$ cat config.mk
export PLATFORM = sky130hd
export DESIGN_NAME = worker_lease_health_tracker_core
export DESIGN_NICKNAME = d
export VERILOG_FILES = /design/src/wlht_pkg.sv /design/src/wlht_cfg.sv /design/src/wlht_ctrl.sv /design/src/wlht_dp.sv /design/src/worker_lease_health_tracker_core.sv
export VERILOG_INCLUDE_DIRS = /design/src /design/src/src
export SDC_FILE = /design/constraint.sdc
export NUM_CORES = 1
export LEC_CHECK = 0
export ABC_AREA = 1
export BUFFER_PORTS_ARGS = -buffer_cell sky130_fd_sc_hd__buf_4
export CAP_MARGIN = 20
export CORE_ASPECT_RATIO = 0.5
export CORE_MARGIN = 2
export CORE_UTILIZATION = 56
export DETAILED_ROUTE_END_ITERATION = 8
export GPL_ROUTABILITY_DRIVEN = 1
export PLACE_DENSITY = 0.84
export SYNTH_ARGS = -nofsm -noshare
export SYNTH_HDL_FRONTEND = slang
export SYNTH_HIERARCHICAL = 1
export SYNTH_SLANG_ARGS = --single-unit
$ cat constraint.sdc
create_clock -name clk -period 4.85 [get_ports clk]
set_clock_uncertainty 0.1 [all_clocks]
set_input_delay 0.2425 -clock clk [delete_from_list [all_inputs] [get_ports clk]]
set_output_delay 0.2425 -clock clk [all_outputs]
set_load 0.05 [all_outputs]
$ cat src/worker_lease_health_tracker_core_macros.svh
`ifndef WORKER_LEASE_HEALTH_TRACKER_CORE_MACROS_SVH
`define WORKER_LEASE_HEALTH_TRACKER_CORE_MACROS_SVH

// Same-cycle implication, clocked on clk and disabled during reset.
`define WLHT_ASSERT_IMP(lbl, ante, cons) \
    lbl: assert property (@(posedge clk) disable iff (!rst_n) (ante) |-> (cons)) \
        else $error("assertion failed");

// Next-cycle implication, clocked on clk and disabled during reset.
`define WLHT_ASSERT_NXT(lbl, ante, cons) \
    lbl: assert property (@(posedge clk) disable iff (!rst_n) (ante) |=> (cons)) \
        else $error("assertion failed");

`endif

$ cat src/wlht_pkg.sv
`timescale 1ns / 1ps
`default_nettype none

package wlht_pkg;

    localparam int WORKERS_DEF   = 16;
    localparam int TIME_BITS_DEF = 32;
    localparam int CFG_ADDR_W    = 4;
    localparam int TOTAL_W       = 32;

    localparam logic [7:0]  POISON_RST = 8'd3;
    localparam logic [30:0] LEASE_RST  = 31'd30000;
    localparam logic [7:0]  RETRY_RST  = 8'd3;

    // Register indexes, taken from paddr[3:2].
    localparam logic [1:0] REG_POISON = 2'd0;
    localparam logic [1:0] REG_LEASE  = 2'd1;
    localparam logic [1:0] REG_RETRY  = 2'd2;

    typedef enum logic [2:0] {
        OP_LIVE     = 3'd0,
        OP_START    = 3'd1,
        OP_OUTCOME  = 3'd2,
        OP_VERDICT  = 3'd3,
        OP_TAKEOVER = 3'd4,
        OP_ERASE    = 3'd5
    } op_t;

    typedef enum logic [1:0] {
        HEALTH_OK      = 2'd0,
        HEALTH_QUAR    = 2'd1,
        HEALTH_EXPIRED = 2'd2
    } health_t;

    typedef enum logic [1:0] {
        ST_CLEAR,
        ST_IDLE,
        ST_EXEC
    } state_t;

    typedef struct packed {
        logic [7:0]  poison_threshold;
        logic [30:0] lease_time;
        logic [7:0]  max_takeover_retries;
    } cfg_t;

    typedef struct packed {
        logic clear;
        logic accept;
        logic exec;
    } cmd_t;

    typedef struct packed {
        logic clear_done;
        logic out_blocked;
    } stat_t;

endpackage

`default_nettype wire

$ cat src/wlht_cfg.sv
`timescale 1ns / 1ps
`default_nettype none

module wlht_cfg (
    input  wire logic                             clk,
    input  wire logic                             rst_n,
    input  wire logic                             psel,
    input  wire logic                             penable,
    input  wire logic                             pwrite,
    input  wire logic [wlht_pkg::CFG_ADDR_W-1:0]  paddr,
    input  wire logic [31:0]                      pwdata,
    output logic      [31:0]                      prdata,
    output logic                                  pready,
    output wlht_pkg::cfg_t                        cfg
);
    import wlht_pkg::*;

    logic [7:0]  poison_reg;
    logic [30:0] lease_reg;
    logic [7:0]  retry_reg;
    logic        wr_strobe;

    assign pready    = 1'b1;
    assign wr_strobe = psel && penable && pwrite && pready;

    always_ff @(posedge clk or negedge rst_n)
    begin
        if (!rst_n)
        begin
            poison_reg <= POISON_RST;
            lease_reg  <= LEASE_RST;
            retry_reg  <= RETRY_RST;
        end
        else if (wr_strobe)
        begin
            unique case (paddr[3:2])
                REG_POISON: poison_reg <= pwdata[7:0];
                REG_LEASE:  lease_reg  <= pwdata[30:0];
                REG_RETRY:  retry_reg  <= pwdata[7:0];
                default:    ;
            endcase
        end
    end

    always_comb
    begin
        unique case (paddr[3:2])
            REG_POISON: prdata = {24'd0, poison_reg};
            REG_LEASE:  prdata = {1'b0, lease_reg};
            REG_RETRY:  prdata = {24'd0, retry_reg};
            default:    prdata = 32'd0;
        endcase
    end

    assign cfg.poison_threshold     = poison_reg;
    assign cfg.lease_time           = lease_reg;
    assign cfg.max_takeover_retries = retry_reg;

endmodule

`default_nettype wire

$ cat src/wlht_ctrl.sv
`timescale 1ns / 1ps
`default_nettype none

module wlht_ctrl (
    input  wire logic            clk,
    input  wire logic            rst_n,
    input  wire logic            in_valid,
    output logic                 in_stall,
    input  wire wlht_pkg::stat_t stat,
    output wlht_pkg::cmd_t       cmd
);
    import wlht_pkg::*;

    state_t state_reg;
    state_t state_next;

    always_ff @(posedge clk or negedge rst_n)
    begin
        if (!rst_n)
        begin
            state_reg <= ST_CLEAR;
        end
        else
        begin
            state_reg <= state_next;
        end
    end

    always_comb
    begin
        state_next = state_reg;
        cmd        = '0;
        in_stall   = 1'b1;
        unique case (state_reg)
            ST_CLEAR:
            begin
                cmd.clear = 1'b1;
                if (stat.clear_done)
                begin
                    state_next = ST_IDLE;
                end
            end
            ST_IDLE:
            begin
                in_stall = 1'b0;
                if (in_valid)
                begin
                    cmd.accept = 1'b1;
                    state_next = ST_EXEC;
                end
            end
            ST_EXEC:
            begin
                // The result register must be free, or be emptied at this edge.
                if (!stat.out_blocked)
                begin
                    cmd.exec   = 1'b1;
                    state_next = ST_IDLE;
                end
            end
            default:
            begin
                state_next = ST_CLEAR;
            end
        endcase
    end

endmodule

`default_nettype wire

$ cat src/wlht_dp.sv
`timescale 1ns / 1ps
`default_nettype none
`include "worker_lease_health_tracker_core_macros.svh"

module wlht_dp #(
    parameter int WORKERS   = wlht_pkg::WORKERS_DEF,
    parameter int TIME_BITS = wlht_pkg::TIME_BITS_DEF
) (
    input  wire logic                          clk,
    input  wire logic                          rst_n,
    input  wire wlht_pkg::cmd_t                cmd,
    output wlht_pkg::stat_t                    stat,
    input  wire wlht_pkg::cfg_t                cfg,
    input  wire logic [2:0]                    operation,
    input  wire logic [3:0]                    worker,
    input  wire logic                          succeeded,
    input  wire logic [7:0]                    attempt,
    input  wire logic [31:0]                   now_time,
    input  wire logic                          out_stall,
    output logic                               out_valid,
    output logic [1:0]                         health,
    output logic                               takeover_allowed,
    output logic [wlht_pkg::TOTAL_W-1:0]       quarantine_total,
    output logic [wlht_pkg::TOTAL_W-1:0]       expiry_total
);
    import wlht_pkg::*;

    localparam int IDX_W = (WORKERS > 1) ? $clog2(WORKERS) : 1;
    localparam int CMP_W = (TIME_BITS > 31) ? TIME_BITS : 31;
    localparam logic [IDX_W-1:0] LAST_IDX = IDX_W'(WORKERS - 1);

    // Record table, one row per worker.
    logic                 mem_valid [WORKERS];
    logic [TIME_BITS-1:0] mem_last  [WORKERS];
    logic                 mem_hold  [WORKERS];
    logic                 mem_exp   [WORKERS];
    logic [7:0]           mem_fc    [WORKERS];
    logic                 mem_quar  [WORKERS];

    logic                 rd_valid_reg;
    logic [TIME_BITS-1:0] rd_last_reg;
    logic                 rd_hold_reg;
    logic                 rd_exp_reg;
    logic [7:0]           rd_fc_reg;
    logic                 rd_quar_reg;

    logic [2:0]           op_reg;
    logic                 ok_reg;
    logic [IDX_W-1:0]     idx_reg;
    logic                 succ_reg;
    logic [7:0]           attempt_reg;
    logic [TIME_BITS-1:0] now_reg;

    logic [IDX_W-1:0]     clr_cnt_reg;
    logic                 out_valid_reg;
    logic [1:0]           health_reg;
    logic                 allowed_reg;
    logic [TOTAL_W-1:0]   quarantine_cnt_reg;
    logic [TOTAL_W-1:0]   quarantine_cnt_next;
    logic [TOTAL_W-1:0]   expiry_cnt_reg;
    logic [TOTAL_W-1:0]   expiry_cnt_next;

    logic [IDX_W+3:0]     worker_ext;
    logic [IDX_W-1:0]     in_idx;
    logic                 in_ok;
    logic [TIME_BITS+31:0] now_ext;

    logic                 wr_en;
    logic [IDX_W-1:0]     wr_idx;
    logic                 wr_valid;
    logic                 write_req;

    logic [TIME_BITS-1:0] eff_last;
    logic                 eff_hold;
    logic                 eff_exp;
    logic [7:0]           eff_fc;
    logic                 eff_quar;
    logic [TIME_BITS-1:0] silent;
    logic                 expired;
    logic [7:0]           fc_inc;

    logic                 nv_valid;
    logic [TIME_BITS-1:0] nv_last;
    logic                 nv_hold;
    logic                 nv_exp;
    logic [7:0]           nv_fc;
    logic                 nv_quar;
    logic [1:0]           h;
    logic                 allow;
    logic                 q_bump;
    logic                 e_bump;

    assign worker_ext = {{IDX_W{1'b0}}, worker};
    assign in_idx     = worker_ext[IDX_W-1:0];
    assign in_ok      = 32'(worker) < 32'(WORKERS);
    assign now_ext    = {{TIME_BITS{1'b0}}, now_time};

    // Capture the word and start the table read at the accepting edge.
    always_ff @(posedge clk)
    begin
        if (cmd.accept)
        begin
            op_reg       <= operation;
            ok_reg       <= in_ok;
            idx_reg      <= in_idx;
            succ_reg     <= succeeded;
            attempt_reg  <= attempt;
            now_reg      <= now_ext[TIME_BITS-1:0];
            rd_valid_reg <= mem_valid[in_idx];
            rd_last_reg  <= mem_last[in_idx];
            rd_hold_reg  <= mem_hold[in_idx];
            rd_exp_reg   <= mem_exp[in_idx];
            rd_fc_reg    <= mem_fc[in_idx];
            rd_quar_reg  <= mem_quar[in_idx];
        end
        if (wr_en)
        begin
            mem_valid[wr_idx] <= wr_valid;
            mem_last[wr_idx]  <= nv_last;
            mem_hold[wr_idx]  <= nv_hold;
            mem_exp[wr_idx]   <= nv_exp;
            mem_fc[wr_idx]    <= nv_fc;
            mem_quar[wr_idx]  <= nv_quar;
        end
    end

    assign wr_en    = cmd.clear || (cmd.exec && write_req);
    assign wr_idx   = cmd.clear ? clr_cnt_reg : idx_reg;
    assign wr_valid = cmd.clear ? 1'b0 : nv_valid;

    always_comb
    begin
        // An entry that is not valid behaves as freshly created at this time.
        eff_last = rd_valid_reg ? rd_last_reg : now_reg;
        eff_hold = rd_valid_reg && rd_hold_reg;
        eff_exp  = rd_valid_reg && rd_exp_reg;
        eff_fc   = rd_valid_reg ? rd_fc_reg : 8'd0;
        eff_quar = rd_valid_reg && rd_quar_reg;

        silent  = now_reg - rd_last_reg;
        expired = CMP_W'(silent) > CMP_W'(cfg.lease_time);
        fc_inc  = (eff_fc == 8'hFF) ? eff_fc : eff_fc + 8'd1;

        nv_valid  = 1'b1;
        nv_last   = eff_last;
        nv_hold   = eff_hold;
        nv_exp    = eff_exp;
        nv_fc     = eff_fc;
        nv_quar   = eff_quar;
        write_req = 1'b0;
        h         = HEALTH_OK;
        allow     = 1'b0;
        q_bump    = 1'b0;
        e_bump    = 1'b0;

        if (op_reg == OP_TAKEOVER)
        begin
            allow = attempt_reg <= cfg.max_takeover_retries;
        end
        else if (ok_reg)
        begin
            unique case (op_reg)
                OP_LIVE:
                begin
                    write_req = 1'b1;
                    nv_last   = now_reg;
                    nv_exp    = 1'b0;
                    h         = eff_quar ? HEALTH_QUAR : HEALTH_OK;
                end
                OP_START:
                begin
                    write_req = 1'b1;
                    nv_last   = now_reg;
                    nv_hold   = 1'b1;
                end
                OP_OUTCOME:
                begin
                    write_req = 1'b1;
                    nv_last   = now_reg;
                    nv_hold   = 1'b0;
                    nv_exp    = 1'b0;
                    if (succ_reg)
                    begin
                        nv_fc = 8'd0;
                        h     = eff_quar ? HEALTH_QUAR : HEALTH_OK;
                    end
                    else
                    begin
                        nv_fc = fc_inc;
                        if ((fc_inc >= cfg.poison_threshold) && !eff_quar)
                        begin
                            nv_quar = 1'b1;
                            q_bump  = 1'b1;
                            h       = HEALTH_QUAR;
                        end
                    end
                end
                OP_VERDICT:
                begin
                    // A verdict never creates a record; it writes the row back unchanged
                    // apart from the expiry mark.
                    write_req = 1'b1;
                    nv_valid  = rd_valid_reg;
                    if (rd_valid_reg)
                    begin
                        if (rd_quar_reg)
                        begin
                            h = HEALTH_QUAR;
                        end
                        else if (rd_hold_reg && expired)
                        begin
                            h = HEALTH_EXPIRED;
                            if (!rd_exp_reg)
                            begin
                                nv_exp = 1'b1;
                                e_bump = 1'b1;
                            end
                        end
                    end
                end
                OP_ERASE:
                begin
                    write_req = 1'b1;
                    nv_valid  = 1'b0;
                end
                default:
                begin
                    write_req = 1'b0;
                end
            endcase
        end
    end

    assign quarantine_cnt_next = (q_bump && (quarantine_cnt_reg != '1))
                               ? quarantine_cnt_reg + TOTAL_W'(1) : quarantine_cnt_reg;
    assign expiry_cnt_next     = (e_bump && (expiry_cnt_reg != '1))
                               ? expiry_cnt_reg + TOTAL_W'(1) : expiry_cnt_reg;

    always_ff @(posedge clk or negedge rst_n)
    begin
        if (!rst_n)
        begin
            clr_cnt_reg        <= '0;
            out_valid_reg      <= 1'b0;
            quarantine_cnt_reg <= '0;
            expiry_cnt_reg     <= '0;
        end
        else
        begin
            if (cmd.clear)
            begin
                clr_cnt_reg <= clr_cnt_reg + IDX_W'(1);
            end
            if (cmd.exec)
            begin
                out_valid_reg      <= 1'b1;
                quarantine_cnt_reg <= quarantine_cnt_next;
                expiry_cnt_reg     <= expiry_cnt_next;
            end
            else if (!out_stall)
            begin
                out_valid_reg <= 1'b0;
            end
        end
    end

    always_ff @(posedge clk)
    begin
        if (cmd.exec)
        begin
            health_reg  <= h;
            allowed_reg <= allow;
        end
    end

    assign stat.clear_done  = clr_cnt_reg == LAST_IDX;
    assign stat.out_blocked = out_valid_reg && out_stall;

    assign out_valid        = out_valid_reg;
    assign health           = health_reg;
    assign takeover_allowed = allowed_reg;
    // The totals only move when a result is loaded, so they can drive the outputs directly.
    assign quarantine_total = quarantine_cnt_reg;
    assign expiry_total     = expiry_cnt_reg;

    `WLHT_ASSERT_NXT(a_qtot_monotonic, 1'b1, quarantine_cnt_reg >= $past(quarantine_cnt_reg))
    `WLHT_ASSERT_NXT(a_qtot_hold, !cmd.exec, $stable(quarantine_cnt_reg))
    `WLHT_ASSERT_NXT(a_etot_hold, !cmd.exec, $stable(expiry_cnt_reg))
    `WLHT_ASSERT_NXT(a_exp_verdict, cmd.exec && op_reg != OP_VERDICT, health_reg != HEALTH_EXPIRED)
    `WLHT_ASSERT_IMP(a_exec_out_free, cmd.exec, !(out_valid_reg && out_stall))

endmodule

`default_nettype wire

$ cat src/worker_lease_health_tracker_core.sv
`timescale 1ns / 1ps
`default_nettype none

// Channel   Handshake            Payload
// input     in_valid / in_stall  operation, worker, succeeded, attempt, now_time
// output    out_valid/out_stall  health, takeover_allowed, quarantine_total, expiry_total
// config    APB psel/penable     paddr, pwdata, prdata, pready
//
// Each word's record is read at the accepting edge and written back, with the result
// loaded, once the result register is free, through the single table port.
// After reset a clearing pass marks every record empty; in_stall is high throughout it.
// A new word is accepted while a result still waits, but it is not completed until
// the result register has been taken.

module worker_lease_health_tracker_core #(
    parameter int WORKERS   = wlht_pkg::WORKERS_DEF,
    parameter int TIME_BITS = wlht_pkg::TIME_BITS_DEF
) (
    input  wire logic                             clk,
    input  wire logic                             rst_n,
    input  wire logic                             in_valid,
    output logic                                  in_stall,
    input  wire logic [2:0]                       operation,
    input  wire logic [3:0]                       worker,
    input  wire logic                             succeeded,
    input  wire logic [7:0]                       attempt,
    input  wire logic [31:0]                      now_time,
    output logic                                  out_valid,
    input  wire logic                             out_stall,
    output logic [1:0]                            health,
    output logic                                  takeover_allowed,
    output logic [wlht_pkg::TOTAL_W-1:0]          quarantine_total,
    output logic [wlht_pkg::TOTAL_W-1:0]          expiry_total,
    input  wire logic                             psel,
    input  wire logic                             penable,
    input  wire logic                             pwrite,
    input  wire logic [wlht_pkg::CFG_ADDR_W-1:0]  paddr,
    input  wire logic [31:0]                      pwdata,
    output logic      [31:0]                      prdata,
    output logic                                  pready
);
    import wlht_pkg::*;

    cfg_t  cfg;
    cmd_t  cmd;
    stat_t stat;

    wlht_cfg u_cfg (
        .clk     (clk),
        .rst_n   (rst_n),
        .psel    (psel),
        .penable (penable),
        .pwrite  (pwrite),
        .paddr   (paddr),
        .pwdata  (pwdata),
        .prdata  (prdata),
        .pready  (pready),
        .cfg     (cfg)
    );

    wlht_ctrl u_ctrl (
        .clk      (clk),
        .rst_n    (rst_n),
        .in_valid (in_valid),
        .in_stall (in_stall),
        .stat     (stat),
        .cmd      (cmd)
    );

    wlht_dp #(
        .WORKERS   (WORKERS),
        .TIME_BITS (TIME_BITS)
    ) u_dp (
        .clk              (clk),
        .rst_n            (rst_n),
        .cmd              (cmd),
        .stat             (stat),
        .cfg              (cfg),
        .operation        (operation),
        .worker           (worker),
        .succeeded        (succeeded),
        .attempt          (attempt),
        .now_time         (now_time),
        .out_stall        (out_stall),
        .out_valid        (out_valid),
        .health           (health),
        .takeover_allowed (takeover_allowed),
        .quarantine_total (quarantine_total),
        .expiry_total     (expiry_total)
    );

endmodule

`default_nettype wire
Yosys cells after proc, flatten, opt, wreduce, memory -nomap -nowiden
Memory sizes are Yosys's and may differ from the RTL's. A register that Yosys moved wholly into a read port is not among the register bits. Cells that the tools add are included.

Eq/ne operators: 17. Reduce and logical (&&, ||, !) cells: 25. $lt $le $gt $ge: 3. $add $sub $neg: 5. Multiplexer cells: 58.

Operator list (number): $mux 32 (3); $pmux 31 s3 (1); $add 32x1->32 const B (2); $ne 32x32->1 const B (2); $mux 8 (5); $mux 1 (36); $gt 32x31->1 (1); $sub 32x32->32 (1); $mux 2 (7); $pmux 2 s3 (2); $logic_and 1x1->1 (11); $reduce_and 2->1 (5); $add 8x1->8 const B (1); $eq 8x8->1 const B (1); $ge 8x8->1 (1); $le 8x8->1 (1); $eq 3x2->1 const B (2); $eq 3x3->1 const B (2); $ne 2x2->1 const B (3); $pmux 1 s2 (3); $reduce_or 5->1 (1); $add 4x1->4 const B (1); $eq 2x1->1 const B (2); $eq 2x2->1 const B (2); 11 further kinds (12).

Bits of input ports: 91. Output and inout port bits: 102. Word-level logic and storage cells: 129. Flip-flop bits (word level): 169. Memories kept: 6. Bits in writable memories: 704.

Memory list: u_dp.mem_last (words 16, bits a word 32, rd ports 1, clocked after memory_dff 1, write ports 1, line wlht_dp.sv:34) `logic [TIME_BITS-1:0] mem_last [WORKERS];`; u_dp.mem_fc (words 16, bits a word 8, rd ports 1, clocked after memory_dff 1, write ports 1, line wlht_dp.sv:37) `logic [7:0] mem_fc [WORKERS];`; u_dp.mem_exp (words 16, bits a word 1, rd ports 1, clocked after memory_dff 1, write ports 1, line wlht_dp.sv:36) `logic mem_exp [WORKERS];`; u_dp.mem_hold (words 16, bits a word 1, rd ports 1, clocked after memory_dff 1, write ports 1, line wlht_dp.sv:35) `logic mem_hold [WORKERS];`; u_dp.mem_quar (words 16, bits a word 1, rd ports 1, clocked after memory_dff 1, write ports 1, line wlht_dp.sv:38) `logic mem_quar [WORKERS];`; u_dp.mem_valid (words 16, bits a word 1, rd ports 1, clocked after memory_dff 1, write ports 1, line wlht_dp.sv:33) `logic mem_valid [WORKERS];`.

Logic depth before layout (Yosys ltp)
Gate-level depths: netlist of run 1.

Depth in word-level cells: 11. Gate-level depth with buffers: 35. Depth with buffers taken out: 34.

Modules after synthesis
Netlist of run 1, hierarchy kept.

By module, submodules not included: wlht_dp (cells each 3009, instances 1, area an instance 37923.9 sq um, seq. area each 25719.7 sq um); wlht_cfg (cells each 296, instances 1, area an instance 2217.1 sq um, seq. area each 1189.9 sq um); wlht_ctrl (cells each 16, instances 1, area an instance 112.6 sq um, seq. area each 50.0 sq um).

Worst setup path before layout of run 1
Ideal clock, no wire load.

Kind: flip-flop to flip-flop. Start point: register u_ctrl.state_reg[1]. End point: register u_dp.attempt_reg[0], enable pin. Arrival: 4743 ps. Period minus slack after synthesis: 5386 ps. Library setup time: 543 ps. Slack: -536 ps. Path buffers: 0. Data required time: 4207 ps. Stages on the path, launching flop included: 4. Cell sequence: dfrtp_1 > inv_1 > nand2_1 > nor2_1.

RTL lines: from (decl) (line wlht_ctrl.sv:14) `state_t state_reg;`; from (signal assigned) (line wlht_ctrl.sv:25) `state_reg <= state_next;`; to (signal assigned) (line wlht_dp.sv:107) `attempt_reg <= attempt;`; to (decl) (line wlht_dp.sv:51) `logic [7:0] attempt_reg;`.

Worst setup path in the final report of run 1
Start point: register u_dp.now_reg[0]. End point: register u_dp.expiry_cnt_reg[14], in the netlist u_dp/expiry_total[14].

Longest elaborated chain between the ends: 10.

RTL lines: from (decl) (line wlht_dp.sv:52) `logic [TIME_BITS-1:0] now_reg;`; from (signal assigned) (line wlht_dp.sv:108) `now_reg <= now_ext[TIME_BITS-1:0];`; $sub 32x32->32 (line wlht_dp.sv:140) `silent = now_reg - rd_last_reg;`; $gt 32x31->1 (line wlht_dp.sv:141) `expired = CMP_W'(silent) > CMP_W'(cfg.lease_time);`; $logic_and 1x1->1 (line wlht_dp.sv:210) `else if (rd_hold_reg && expired)`; $mux 1 (line wlht_dp.sv:210); $mux 1 (line wlht_dp.sv:206) `if (rd_quar_reg)`; $mux 1 (line wlht_dp.sv:204) `if (rd_valid_reg)`; $mux 1 (line wlht_dp.sv:162) `unique case (op_reg)`; $mux 1 (line wlht_dp.sv:156) `if (op_reg == OP_TAKEOVER)`; $logic_and 1x1->1 (line wlht_dp.sv:236) `assign expiry_cnt_next = (e_bump && (expiry_cnt_reg != '1))`; $reduce_and 2->1 (no source line); to (signal assigned) (line wlht_dp.sv:258) `expiry_cnt_reg <= expiry_cnt_next;`; to (decl) (line wlht_dp.sv:60) `logic [TOTAL_W-1:0] expiry_cnt_reg;`.

No other way between the ends. A chain may end at the register's enable or synchronous reset.

==> results of run 1 <==
==> cell usage after synthesis (all sizes together) <==
cell,number
a211oi,2
a21o,5
a21oi,243
a31oi,1
and2,1
buf,39
clkbuf,108
clkinv,2
conb,2
dfrtp,107
dfstp,11
edfxtp,799
fa,1
ha,82
inv,404
mux2,1
mux2i,176
nand2,447
nand3,95
nand3b,1
nand4,26
nor2,149
nor3,38
nor4,7
o2111ai,1
o211ai,180
o21a,5
o21ai,288
o21bai,5
o22ai,4
o311ai,1
o31ai,1
or3,1
xnor2,26
xor2,62
==> kinds of logic (layout without fill, tap and decap cells) <==
kind of cell / after synthesis / count (layout) / share of synthesized area, %
adders and majority gates: 83 / 83 / 2.60
AOI/OAI and AO/OA: 736 / 736 / 10.5
other: 2 / 4 / 0.0187
DFF: 917 / 917 / 67.0
muxes: 177 / 177 / 4.40
buffers and inverters: 553 / 928 / 5.36
and+or+nand+nor: 765 / 765 / 8.23
xor gates and xnor gates: 88 / 88 / 1.91
==> power by group through the flow <==
| stage | sequential, mW | combinational (mW) | clock [mW] |
|---|---|---|---|
| 4_1_cts | 10.8 | 4.87 | 6.23 |
| 6_report | 10.8 | 5.11 | 6.19 |
| 3_3_place_gp | 10.9 | 4.56 | 0 |
| 3_5_place_dp | 11.0 | 4.74 | 0 |
| 2_1_floorplan | 11.0 | 2.81 | 0 |
| 5_1_grt | 10.9 | 5.50 | 6.53 |
==> cell type report <==
class	instances	area, um^2
Fill cell	4668	24200
Sequential cell	917	27000
Clock inverter	44	395
Timing Repair Buffer	378	3240
Antenna cell	2	5.00
Clock buffer	100	2090
Multi-Input combinational cell	1851	11400
Inverter	406	1530
Tap cell	958	1200
==> stage by stage <==
step / cells / power, mW / setup slack [ns] / hold WS (ns) / instance area (um^2)
after global placement: 4402 / 15.5 / 0.202 / 0.321 / 43200
final: 4656 / 22.1 / 0.227 / 0.0444 / 46800
after floorplan: 3321 / 13.8 / 0.815 / -0.153 / 40300
after CTS: 4637 / 21.9 / 0.0251 / 0.00986 / 46500
after global routing: 4656 / 23.0 / -0.0125 / 0.0449 / 46800
after detailed placement: 4403 / 15.7 / 0.124 / 0.323 / 43200
==> what timing repair did <==
item / CTS / global route
setup endpoints to repair: 0 / 55
endpoints found under the hold margin: 165 / 0
hold buffers: 90 / 0
setup buffers: 0 / 14
gates resized for setup: 0 / 32
==> worst min-delay path by stage <==
stage	slack (ns)	depth (start not counted)	to	startpoint
2_1_floorplan	-0.15	0	u_cfg/lease_reg[0]	rst_n
3_3_place_gp	0.32	1	u_dp/now_reg[11]	now_time[11]
3_5_place_dp	0.32	1	u_dp/attempt_reg[6]	attempt[6]
4_1_cts	0.01	6	u_cfg/retry_reg[3]	penable
5_1_grt	0.04	6	u_cfg/retry_reg[3]	penable
6_report	0.04	6	u_cfg/retry_reg[3]	penable
==> tightest hold or removal path, stage by stage <==
cell	delay (ns)
buf_4	0.12
nand2_1	0.06
nor2_2	0.07
nand2_2	0.13
nand2_1	0.06
nand2_1	0.05
==> routing by layer <==
| layer | up-vias | routed length [um] | global-route usage [%] |
|---|---|---|---|
| met5 | - | 0 | 0 |
| met4 | 0 | 4110 | 11.3 |
| met3 | 299 | 10600 | 4.37 |
| met2 | 1774 | 50200 | 45.3 |
| met1 | 13300 | 38600 | 36.5 |
| li1 | 12400 | - | - |
==> qor.txt, run 1 <==
DPL Wire Length -> 59,100 um
Reg2reg end -> u_dp/expiry_total[14]
Top post-synthesis cells by area -> edfxtp_1 60%, dfrtp_1 6.7%, mux2i_1 4.4%, nand2_1 4.1%, inv_1 3.7%
Most frequent cells in the layout -> 799 x edfxtp_1, 435 x nand2_1, 396 x inv_1, 283 x o21ai_0, 271 x buf_4
Largest register FFs -> 512
Residual DRC -> 0
Nets -> 3,808
Crit-path leading delay family -> simple AND/OR/NAND/NOR gates
Synth cell types -> 54
Synth Instances -> 3,321
Pwr per Cell Area -> 473 mW/mm^2
FF-to-FF path depth -> 35
CP Depth -> 35
Final wirelength -> 104,000 um
Clock power frac -> 28.0%
Worst Path Required -> 5.27 ns
Final period utilization -> 95.3%
Antenna violations before repair -> 2
Worst path bufs/invs -> 4
Share of cells above drive strength 1 -> 13.5%
Final period demand of the worst path -> 4.62 ns
Max-Cap Viols -> 0
GPL Wtd Cong -> 0.921
Clock root buffer master -> clkbuf_16
CTS tree -> built
Slew @ Worst Pin -> 1.16 ns
IO Pins -> 193
TritonCTS Buffers -> 80
Clock buffer depth -> 3
Crit start category -> register
Syn Area/Cell -> 12.1 um^2
Setup violators final -> 0
Die extent in y -> 194 um
Synthesis-stage register bit count -> 917
Largest net degree at the start of global routing -> 108
Psw -> 6.91 mW
CTS HTree Levels -> 3
Total track usage -> 27.5%
Area Overhead vs Synth -> 16.3%
Clock latency on the worst-skew pair -> 0.66 ns
Share of the synthesized area in the top cell type -> 59.6%
Max_slew headroom -> 22.6%
Yosys warns -> 6
Biggest regs -> u_dp/mem_last x512, u_dp/mem_fc x128
R2r startpoint -> u_dp/now_reg[0]
Final Hold Fails -> 0
Initial DRC Count -> 3,832
CP Max Fanout -> 8
Worst Setup Path Type -> reg2reg
Logic pwr share -> 23.1%
Wirelength per Cell -> 22.2 um
CP dominant cell by count -> nand2_1
Initial DRT Pass Iterations -> 7
Max-slew violation count -> 0
Vias in the first global route -> 27,600
Seq pwr share -> 49.0%
Core Util, Final -> 65.9%
TNS Setup -> 0 ns
CTS Sinks -> 917
Critical path origin -> u_dp/now_reg[0]
CP endpoint kind -> register
Antenna-violating nets left -> 0
Total core area -> 0.0711 mm^2
Sw Ratio -> 31.2%
First-pass GRT wire length -> 157,000 um
Vias -> 27,800
Post-synth top area cell -> edfxtp_1
Setup crit end -> u_dp/expiry_total[14]
Die area -> 0.0742 mm^2
Worst min path class -> in2reg
Gr ovfl total -> 0
Crit path DAT -> 5.04 ns
Buffers on Ports -> 187
Internal power -> 15.2 mW
R2r setup slk -> 0.23 ns
Largest stage delay on the critical path -> 0.40 ns
Mapped Nets -> 3,495
Post-Syn Area -> 0.0403 mm^2
Vias/cell -> 5.97
Seq/Total Area, Yosys -> 67.0%
Critical path's slowest cell -> fa_2
Most common cell after layout, fill and taps aside -> edfxtp_1
Initial core utilization -> 56.7%
Status -> completed
Top reg by flops -> u_dp/mem_last
Clk slew on worst S/H paths -> 0.06 ns
VDD IR max -> 0.335 mV
Die Wd -> 383 um
Leak pwr -> 18.4 nW
Peak Freq -> 0.216 GHz
Site row count -> 69
Note: power is estimated with default switching activity, not from simulation.
==> run 2, diff against run 1 <==
- CORE_UTILIZATION: 56 -> 40
- PLACE_DENSITY: 0.84 -> 0.65
==> run 2 against run 1 <==
Against the previous run: register-to-register slack better by 0.13 ns; critical path depth down 6; global-route usage down 8.0 points; first-iteration DRC count down 32%; wire length down 0.97%; cell count up 8.4%; largest power group unchanged.
==> qor.txt, run 2 (same netlist as run 1, synthesis figures left out) <==
Status -> completed (unchanged)
Total track usage -> 19.4% (was 27.5%)
Site row count -> 82 (was 69)
Worst Hold Depth -> 5 (was 6)
R2r setup slk -> 0.36 ns (was 0.23 ns)
Tot Pwr -> 22.7 mW (was 22.1 mW)
Hold Path Origin -> psel (was penable)
FF-to-FF path depth -> 29 (was 35)
Peak Freq -> 0.223 GHz (was 0.216 GHz)
Max-Cap Viols -> 0 (unchanged)
Antenna-violating nets left -> 0 (unchanged)
Reg2reg end -> u_dp/expiry_total[4] (was u_dp/expiry_total[14])
Vias in the first global route -> 25,600 (was 27,600)
CTS Sinks -> 917 (unchanged)
Critical path's slowest cell -> edfxtp_1 (was fa_2)
Nets -> 3,805 (was 3,808)
Clock latency on the worst-skew pair -> 0.67 ns (was 0.66 ns)
Final period demand of the worst path -> 4.49 ns (was 4.62 ns)
TNS Setup -> 0 ns (unchanged)
Final wirelength -> 103,000 um (was 104,000 um)
Worst Setup Path Type -> reg2reg (unchanged)
Buffers on Ports -> 187 (unchanged)
First-pass GRT wire length -> 154,000 um (was 157,000 um)
Internal power -> 15.7 mW (was 15.2 mW)
Worst min path class -> in2reg (unchanged)
Leak pwr -> 18.6 nW (was 18.4 nW)
Slew @ Worst Pin -> 1.16 ns (about the same)
Worst Path Required -> 5.31 ns (was 5.27 ns)
Top reg by flops -> u_dp/mem_last (unchanged)
Largest stage delay on the critical path -> 0.37 ns (was 0.40 ns)
Area Overhead vs Synth -> 18.2% (was 16.3%)
Clk slew on worst S/H paths -> 0.06 ns (about the same)
R2r startpoint -> u_dp/now_reg[0] (unchanged)
TritonCTS Buffers -> 86 (was 80)
DPL Wire Length -> 59,200 um (was 59,100 um)
CTS tree -> built (unchanged)
Die extent in y -> 228 um (was 194 um)
Sw Ratio -> 30.6% (was 31.2%)
Wirelength per Cell -> 20.3 um (was 22.2 um)
Vias -> 26,600 (was 27,800)
Largest net degree at the start of global routing -> 110 (was 108)
Setup violators final -> 0 (unchanged)
CP dominant cell by count -> nand2_1 (unchanged)
VDD IR max -> 0.313 mV (was 0.335 mV)
Initial core utilization -> 40.3% (was 56.7%)
Pwr per Cell Area -> 476 mW/mm^2 (was 473 mW/mm^2)
Gr ovfl total -> 0 (unchanged)
Final Hold Fails -> 0 (unchanged)
Vias/cell -> 5.27 (was 5.97)
Biggest regs -> u_dp/mem_last x512, u_dp/mem_fc x128 (unchanged)
Clock power frac -> 30.2% (was 28.0%)
CP Max Fanout -> 7 (was 8)
Max_slew headroom -> 22.8% (was 22.6%)
Most frequent cells in the layout -> 799 x edfxtp_1, 437 x nand2_1, 398 x inv_1, 281 x o21ai_0, 256 x buf_4 (was 799 x edfxtp_1, 435 x nand2_1, 396 x inv_1, 283 x o21ai_0, 271 x buf_4)
Largest register FFs -> 512 (unchanged)
Clock root buffer master -> clkbuf_16 (unchanged)
Fillers -> 8,771 (was 4,668)
Most common cell after layout, fill and taps aside -> edfxtp_1 (unchanged)
Clock buffer depth -> 3 (unchanged)
Share of cells above drive strength 1 -> 13.2% (was 13.5%)
Crit start category -> register (unchanged)
CTS HTree Levels -> 3 (unchanged)
Max-slew violation count -> 0 (unchanged)
Seq pwr share -> 47.6% (was 49.0%)
Die Wd -> 453 um (was 383 um)
Area after DPL -> 0.0437 mm^2 (was 0.0432 mm^2)
Logic pwr share -> 22.2% (was 23.1%)
Initial DRC Count -> 2,587 (was 3,832)
CP endpoint kind -> register (unchanged)
Antenna violations before repair -> 1 (was 2)
Final period utilization -> 92.6% (was 95.3%)
Die area -> 0.103 mm^2 (was 0.0742 mm^2)
Final Instance Area -> 0.0476 mm^2 (was 0.0468 mm^2)
Worst Hold End -> u_cfg/retry_reg[0] (was u_cfg/retry_reg[3])
Total core area -> 0.0999 mm^2 (was 0.0711 mm^2)
Crit path DAT -> 4.95 ns (was 5.04 ns)
Residual DRC -> 0 (unchanged)
IO Pins -> 193 (unchanged)
GPL Wtd Cong -> 0.933 (was 0.921)
Setup Slack @ Placement -> 0.132 ns (was 0.124 ns)
Setup ws final -> 0.358 ns (was 0.227 ns)
Psw -> 6.93 mW (was 6.91 mW)
Initial DRT Pass Iterations -> 8 (was 7)
## run 2: metal layers
| layer | track usage (%) | share of wire [%] |
|---|---|---|
| met1 | 25.9 | 42 |
| met3 | 3.21 | 6.4 |
| met5 | 0 | 0 |
| met4 | 6.86 | 3.3 |
| met2 | 32.2 | 48 |
## run 2: repair_timing
item,CTS,global route
endpoints found under the setup margin,0,49
buffers inserted,0,6
hold buffers,92,0
endpoints found under the hold margin,155,0
resized for setup,0,17
## run 2: power by group through the flow
| stage | clock, mW | sequential (mW) | combinational, mW |
|---|---|---|---|
| global route | 7.29 | 10.9 | 5.50 |
| detailed placement | 0 | 11.0 | 4.88 |
| floorplan | 0 | 11.0 | 2.81 |
| finish | 6.85 | 10.8 | 5.02 |
| CTS | 6.96 | 10.8 | 4.97 |
| global placement | 0 | 10.9 | 4.76 |
## run 2: worst max path at each step
stage	start	to	slack, ns
6_report	u_dp/now_reg[0]	u_dp/expiry_total[4]	0.36
5_1_grt	u_dp/now_reg[0]	u_dp/expiry_total[23]	-0.01
4_1_cts	u_dp/now_reg[0]	u_dp/mem_exp[2]	0.06
3_5_place_dp	u_dp/now_reg[0]	u_dp/mem_exp[9]	0.13
3_3_place_gp	u_dp/now_reg[0]	u_dp/expiry_total[28]	0.16
2_1_floorplan	u_dp/out_valid	u_dp/mem_exp[10]	0.82
## run 2: through the flow
stage / hold slack [ns] / instances / utilization [%]
6_report: 0.0710 / 5046 / 47.6
5_1_grt: 0.0882 / 5045 / 47.6
3_3_place_gp: 0.321 / 4782 / 43.7
3_5_place_dp: 0.322 / 4783 / 43.7
2_1_floorplan: -0.153 / 3321 / -
4_1_cts: 0.0221 / 5033 / 47.5
## run 2: cell type report
class / count / area (um^2) / area share [%]
tap: 1344 / 1680 / 3.53
multi-input combinational: 1851 / 11300 / 23.8
antenna: 1 / 2.50 / 0.00526
inverter: 406 / 1530 / 3.22
timing repair buffer: 369 / 3250 / 6.83
sequential: 917 / 27000 / 56.7
clock inverter: 45 / 548 / 1.15
clock buffer: 113 / 2290 / 4.82
## run 2: critical path, delay by kind of cell (launching register included)
family / cells / cell delay [ns]
adder cells (fa/ha/maj): 3 / 0.77
AND/OR/NAND/NOR: 14 / 1.44
XOR/XNOR: 2 / 0.30
buffers and inverters: 5 / 0.58
AO/OA/AOI/OAI: 5 / 0.81
flip-flops: 1 / 0.37
